==> src/hdl/plit_pkg.sv <==
// Package for the piecewise linear interpolation table.
// Holds the request and response types, status codes and state encoding.
// No dependencies.
package plit_pkg;

    localparam int unsigned DefTableDepth = 64;

    typedef enum logic [1:0] {
        ST_OK        = 2'd0,
        ST_RANGE     = 2'd1,
        ST_ZERO_WIDE = 2'd2,
        ST_FULL      = 2'd3
    } t_status;

    typedef enum logic {
        FN_INSERT = 1'b0,
        FN_QUERY  = 1'b1
    } t_func;

    typedef struct packed {
        logic               func;
        logic        [31:0] frequency;
        logic signed [31:0] point_voltage;
    } t_req;

    typedef struct packed {
        logic signed [31:0] interp_value;
        logic        [1:0]  status;
    } t_rsp;

    typedef struct packed {
        logic        [31:0] freq;
        logic signed [31:0] volt;
    } t_point;

    typedef enum logic [3:0] {
        S_IDLE,
        S_INS_RD,
        S_INS_CMP,
        S_QRY_RD,
        S_QRY_CMP,
        S_MUL0,
        S_MUL1,
        S_DIV_START,
        S_DIV_WAIT,
        S_DONE
    } t_state;

    function automatic logic point_less(input t_point a, input t_point b);
        if (a.freq != b.freq) begin
            return a.freq < b.freq;
        end
        return a.volt < b.volt;
    endfunction

endpackage

==> src/hdl/plit_div.sv <==
// Restoring divider, one quotient bit per cycle: 64-bit dividend, 32-bit divisor.
// Gives the low 32 bits of the quotient. Depends on plit_pkg.
module plit_div
    import plit_pkg::*;
(
    input  logic        i_clk,
    input  logic        i_rst_n,
    input  logic        i_start,
    input  logic [63:0] i_dividend,
    input  logic [31:0] i_divisor,
    output logic        o_done,
    output logic [31:0] o_quotient
);

    logic        r_busy;
    logic        r_done;
    logic [6:0]  r_cnt;
    logic [32:0] r_rem;
    logic [63:0] r_dq;
    logic [31:0] r_div;
    logic [32:0] rem_sh;
    logic [32:0] rem_sub;

    always_comb begin
        rem_sh  = {r_rem[31:0], r_dq[63]};
        rem_sub = rem_sh - {1'b0, r_div};
    end

    always_ff @(posedge i_clk) begin
        if (!i_rst_n) begin
            r_busy <= 1'b0;
            r_done <= 1'b0;
            r_cnt  <= '0;
        end else begin
            r_done <= 1'b0;
            if (i_start) begin
                r_busy <= 1'b1;
                r_cnt  <= '0;
            end else if (r_busy) begin
                r_cnt <= r_cnt + 7'd1;
                if (r_cnt == 7'd63) begin
                    r_busy <= 1'b0;
                    r_done <= 1'b1;
                end
            end
        end
    end

    always_ff @(posedge i_clk) begin
        if (i_start) begin
            r_rem <= '0;
            r_dq  <= i_dividend;
            r_div <= i_divisor;
        end else if (r_busy) begin
            if (!rem_sub[32]) begin
                r_rem <= rem_sub;
                r_dq  <= {r_dq[62:0], 1'b1};
            end else begin
                r_rem <= rem_sh;
                r_dq  <= {r_dq[62:0], 1'b0};
            end
        end
    end

    assign o_done     = r_done;
    assign o_quotient = r_dq[31:0];

endmodule

==> config.mk <==
export PLATFORM = sky130hd
export DESIGN_NAME = plit_div
export DESIGN_NICKNAME = d
export VERILOG_FILES = /design/src/hdl/plit_pkg.sv /design/src/hdl/plit_div.sv
export SDC_FILE = /design/constraint.sdc
export NUM_CORES = 1
export LEC_CHECK = 0
export ABC_AREA = 1
export BUFFER_PORTS_ARGS = -buffer_cell sky130_fd_sc_hd__buf_2
export CORE_ASPECT_RATIO = 1.25
export CORE_UTILIZATION = 40
export CTS_BUF_LIST = sky130_fd_sc_hd__clkbuf_4
export DETAILED_ROUTE_END_ITERATION = 12
export PLACE_DENSITY = 0.65
export SYNTH_ARGS = -nofsm -noshare
export SYNTH_HDL_FRONTEND = slang
export SYNTH_SLANG_ARGS = --single-unit
==> constraint.sdc <==
create_clock -name i_clk -period 2.9 [get_ports i_clk]
set_input_delay 0.435 -clock i_clk [delete_from_list [all_inputs] [get_ports i_clk]]
set_output_delay 0.435 -clock i_clk [all_outputs]
set_load 0.005 [all_outputs]
# ---- Yosys cells after proc, flatten, opt, wreduce, memory -nomap -nowiden
# Cells that the tools add are included.
dict set report classes {
  n_addsub 2
  n_eq_ne 1
  muxes 8
  bitwise 2
  reduce_logical 3
}
# op n
set op_table {}
lappend op_table {{64-bit two-way mux} 2}
lappend op_table {{33-bit by 32-bit subtractor with 33-bit output} 1}
lappend op_table {{32-bit two-way mux} 1}
lappend op_table {{7-bit by 1-bit adder with 7-bit output (second input constant)} 1}
lappend op_table {{7-bit by 6-bit == test with 1-bit output (second input constant)} 1}
lappend op_table {{1-bit two-way mux} 5}
lappend op_table {{3-bit OR reduction} 1}
lappend op_table {{1-bit NOT} 2}
lappend op_table {{2-bit nonzero test} 1}
lappend op_table {{2-bit OR reduction} 1}
dict set report word_totals {
  regBits 137
  input_bits 99
  out_inout_bits 33
  elab_cells 22
}

# ---- Longest topological paths before layout
dict set report logic_depth {
  ltp_word 4
  mapped_depth 18
  mapped_depth_nobuf 17
}

# ---- Worst setup path before layout
# OpenSTA, ideal clock, no wires.
dict set report synth_path {
  kind {input port to flip-flop}
  start {in i_start}
  end {reg r_dq[0], enable pin}
  setup_time_ps 419
  arrival_ps 2018
  t_required_ps 2481
  path_slack_ps 463
  cell_stages 3
  path_buffers 1
  cell_sequence {clkbuf_1 -> nor2_1 -> inv_1}
}
dict set report synth_between {
  elab_chain_cells 1
}
# item line_no
set synth_lines {}
lappend synth_lines {{start: declaration} plit_div.sv:8} ;# input logic i_start,
lappend synth_lines {{2-bit nonzero test (no line)} --}
lappend synth_lines {{end signal: assignment} plit_div.sv:52} ;# r_dq <= i_dividend;
lappend synth_lines {{end signal: assignment} plit_div.sv:57} ;# r_dq <= {r_dq[62:0], 1'b1};
lappend synth_lines {{end signal: assignment} plit_div.sv:60} ;# r_dq <= {r_dq[62:0], 1'b0};
lappend synth_lines {{end: declaration} plit_div.sv:19} ;# logic [63:0] r_dq;
# No other way between the ends.
# A chain may end at the register's enable or synchronous reset.

# ---- Worst setup path after layout
dict set report layout_path {
  start {reg r_dq[63]}
  end {reg r_dq[0] (data pin)}
}
dict set report layout_between {
  elab_chain_cells 4
}
# item line_no
set layout_lines {}
lappend layout_lines {{33-bit by 32-bit subtractor with 33-bit output} plit_div.sv:26} ;# rem_sub = rem_sh - {1'b0, r_div};
lappend layout_lines {{1-bit two-way mux} plit_div.sv:55} ;# if (!rem_sub[32]) begin
lappend layout_lines {{64-bit two-way mux} plit_div.sv:54} ;# end else if (r_busy) begin
lappend layout_lines {{64-bit two-way mux} plit_div.sv:50} ;# if (i_start) begin
# No other way between the ends. The select of a mux whose other input is x is not followed.

==> summary.md <==
| Metric | Value |
|---|---|
| Status | `complete, no violations` |
| CTS buffer count | `17` |
| Power per cell area | `between 400 and 500 nW/um2` |
| DP Area | `slightly above 9000 um2` |
| Tmin final | `between 2 and 3 ns` |
| CTS root buffer | `clkbuf_4` |
| Yosys Warn Count | `0` |
| Overall routed net length | `19610 um` |
| Initial antenna violation count | `2` |
| # DRC | `0` |
| CP startpoint kind | `flip-flop` |
| CP Data Arrival Time | `between 2 and 3 ns` |
| Final antenna-violating net count | `0` |
| Netlist Area Pre-Place | `around 8500 um2` |
| CP required | `3.23 ns` |
| Seq/Total Area, Yosys | `43.36%` |
| Post-CTS Hold Buffers | `27` |
| Via count | `between 7000 and 8000` |
| Worst-margin pin slew | `approximately 0.49 ns` |
| Die ar. | `about 22000 um2` |
| Global route hottest layer | `met2` |
| Worst min-delay path category | `in2reg` |
| Global-route wire length before repair | `between 30000 and 40000 um` |
| H-Tree Depth | `4` |
| Overall routing resource usage | `a little under a fifth` |
| Largest net degree at the start of global routing | `66` |
| I/O Buffers | `around 130` |
| Setup Crit Path Kind | `reg2reg` |
| 1st-pass router iterations | `5` |
| Max cap viols | `0` |
| Clock Latency Late Sink | `slightly below 0.6 ns` |
| Starting DRT DRC Count | `roughly 290` |
| Finished Cell Area | `between 9000 and 10000 um2` |
| Final hold slack | `around 0.048 ns` |
| Routing usage on met3 | `around 4.6%` |
| Ys flop type | `edfxtp_1` |
| Crit-path cells | `inv_1 -> ha_1 -> fa_1 -> inv_1 -> nand2_1 -> nand2_1 -> nand3_1 -> nand2_2 -> nand2_1 -> nand2_1 -> nand2_2 -> nand2_2 -> nand2_2 -> nand2_4 -> o21ai_0` |
| Clock sinks | `~140` |
| Crit share post-route | `approximately 90%` |
| Final Hold Vio Count | `0` |
| Max Fclk | `about 380 MHz` |
| Grt ovf | `0` |
| Lkg Pwr | `approximately 0.0053 uW` |
| Slew Limit Fails | `0` |
| Critical R2R Launch | `r_dq[63]$_DFFE_PP_` |
| Syn-to-layout area delta | `14.53%` |
| Initial Util | `40.89%` |
| Critical path launch point | `r_dq[63]$_DFFE_PP_` |
| Final setup vio count | `0` |
| Multi-input logic area | `3646 um2` |
| Row count | `~60` |
| FF+latch count, synth | `about 140` |
| Total negative slack | `0 ns` |
| Io pins | `132` |
| Gpl congestion | `0.9168` |
| Synthesized area per cell | `roughly 7 um2` |
| Crit-path max FO | `33` |
| # Post-CTS Setup Buffers | `0` |
| Syn Nets | `1344` |
| Final Non-Filler Cells | `~1600` |
| Worst-path clk slew | `approximately 0.15 ns` |
| Maximum clock path buffer count | `2` |
| Post-synthesis async set-or-reset flop share | `0%` |
| M2 GR Usage | `34.04%` |
| Peak VDD IR | `slightly below 300 uV` |
| Slew HR | `about two thirds` |
| Layout cells sized above 1 | `approximately 15%` |
| Die Width | `about 130 um` |
| Met1 usage | `21.47%` |
| Filler Cells Inserted | `2199` |
| Vias per std cell | `around 4.5` |
| Synth cell types | `34` |
| CTS tree | `done` |
| # nets final | `roughly 1500` |
| Die Y | `between 150 and 200 um` |
| Hold Crit Start | `i_divisor[14]` |
| Placed cells | `~1600` |
| Number of synthesized flops with an enable pin | `96` |
| Core footprint | `between 20000 and 25000 um2` |
| Mapped Cells | `around 1200` |
| Max incr delay on CP | `~0.40 ns` |
| Unrepaired setup endpoints after global routing | `no` |
| CP endpoint kind | `flip-flop` |
| Reg area | `around 3700 um2` |
| Skew final | `between 0.015 and 0.02 ns` |
| Number of global-route vias before repair | `roughly 7300` |
| Worst-path cell with the longest stage delay | `fa_1` |
| Post-DP HPWL | `14670 um` |
| Wire length per cell | `12.05 um` |
| Post-cts repair resize count | `0` |
==> worst paths after layout <==
check,cells after the start,end,slack (ns)
worst min register to register,2,r_cnt[6]$_SDFFE_PP0P_,0.48
worst max register to register,15,r_dq[0]$_DFFE_PP_,0.29
worst min-delay path,1,r_div[14]$_DFFE_PP_,0.05
worst max-delay path,15,r_dq[0]$_DFFE_PP_,0.29
==> layout make-up <==
| class | instances | area share [%] |
|---|---|---|
| flip-flops and latches | 137 | 37.86 |
| multi-input cells | 801 | 37.27 |
| repair buffers | 166 | 10.26 |
| inverters | 216 | 8.288 |
| well taps | 274 | 3.504 |
| clock inverters | 15 | 1.496 |
| clock buffers | 17 | 1.305 |
| diodes | 1 | 0.02558 |
==> sequential cells by signal, indices dropped and copies added, names as in the netlist <==
| name | cells |
|---|---|
| r_busy | 1 |
| r_dq | 64 |
| r_cnt | 7 |
| o_done | 1 |
| r_rem | 32 |
| r_div | 32 |
==> through the flow <==
step           worst slack [ns]  total power, uW  utilization, %
6_report                 0.2914             4120           46.83
5_1_grt                 0.02403             4338           46.83
2_1_floorplan            0.4632             2714               -
4_1_cts                  0.2721             4179           46.77
3_5_place_dp             0.3211             2881           44.16
3_3_place_gp             0.3616             2874           44.16
==> metal layers <==
metal,up-vias,part of all wire [%]
li1,3895,-
met1,3241,44
met2,162,49
met3,40,4.6
met4,2,2.8
met5,-,0.066
==> where the power goes <==
part           internal (uW)  total (uW)  switching (uW)
combinational            227         558             331
clock                    386        1260             873
sequential              2250        2300            52.0
==> cells by family (layout without fill, tap and decap cells) <==
group,count (synthesis),in the layout,synth area share [%]
buf+inv,273,414,14.02
xor+xnor,16,16,1.641
flops,137,137,43.36
simple gates,719,719,33.89
other cells,0,1,0
fa+ha+maj,34,34,5.068
compound gates,32,32,2.021
==> placed cells by master, fill, tap and decap left out, types with 2 or more instances in the layout <==
cell type,instances
xor2_1,3
edfxtp_1,96
nand2_2,10
ha_1,33
a21oi_1,21
dlygate4sd3_1,28
inv_2,6
nand3_1,60
buf_2,130
nand2_1,565
nand4_1,5
nand2_4,3
inv_1,210
o21ai_0,4
dfxtp_1,41
o21bai_1,2
nor3_1,12
o21ai_1,2
nor2_2,7
inv_6,6
xnor2_1,13
and2_1,5
nor2_1,47
clkinv_4,2
clkinvlp_4,2
inv_8,4
buf_4,7
clkbuf_4,17
==> worst max-delay path, delay by kind of cell (launching register included) <==
| kind | cells | cell delay [ns] |
|---|---|---|
| and+or+nand+nor | 10 | 1.09 |
| adders and majority gates | 2 | 0.62 |
| DFF | 1 | 0.35 |
| buffers and inverters | 2 | 0.14 |
| AOI/OAI and AO/OA | 1 | 0.14 |
==> cells in the mapped netlist (10+ instances only) <==
cell      number  area, um2
nor3_1        12      60.06
edfxtp_1      96       2883
nand2_2       10      62.56
buf_4         34      255.2
ha_1          33      412.9
a21oi_1       21      105.1
nand3_1       60      300.3
dfxtp_1       41      820.8
inv_1        211      792.0
xnor2_1       13      113.9
nand2_1      565       2121
clkbuf_1      17      63.81
nor2_1        49      183.9
Power figures use the tool's default switching activity.
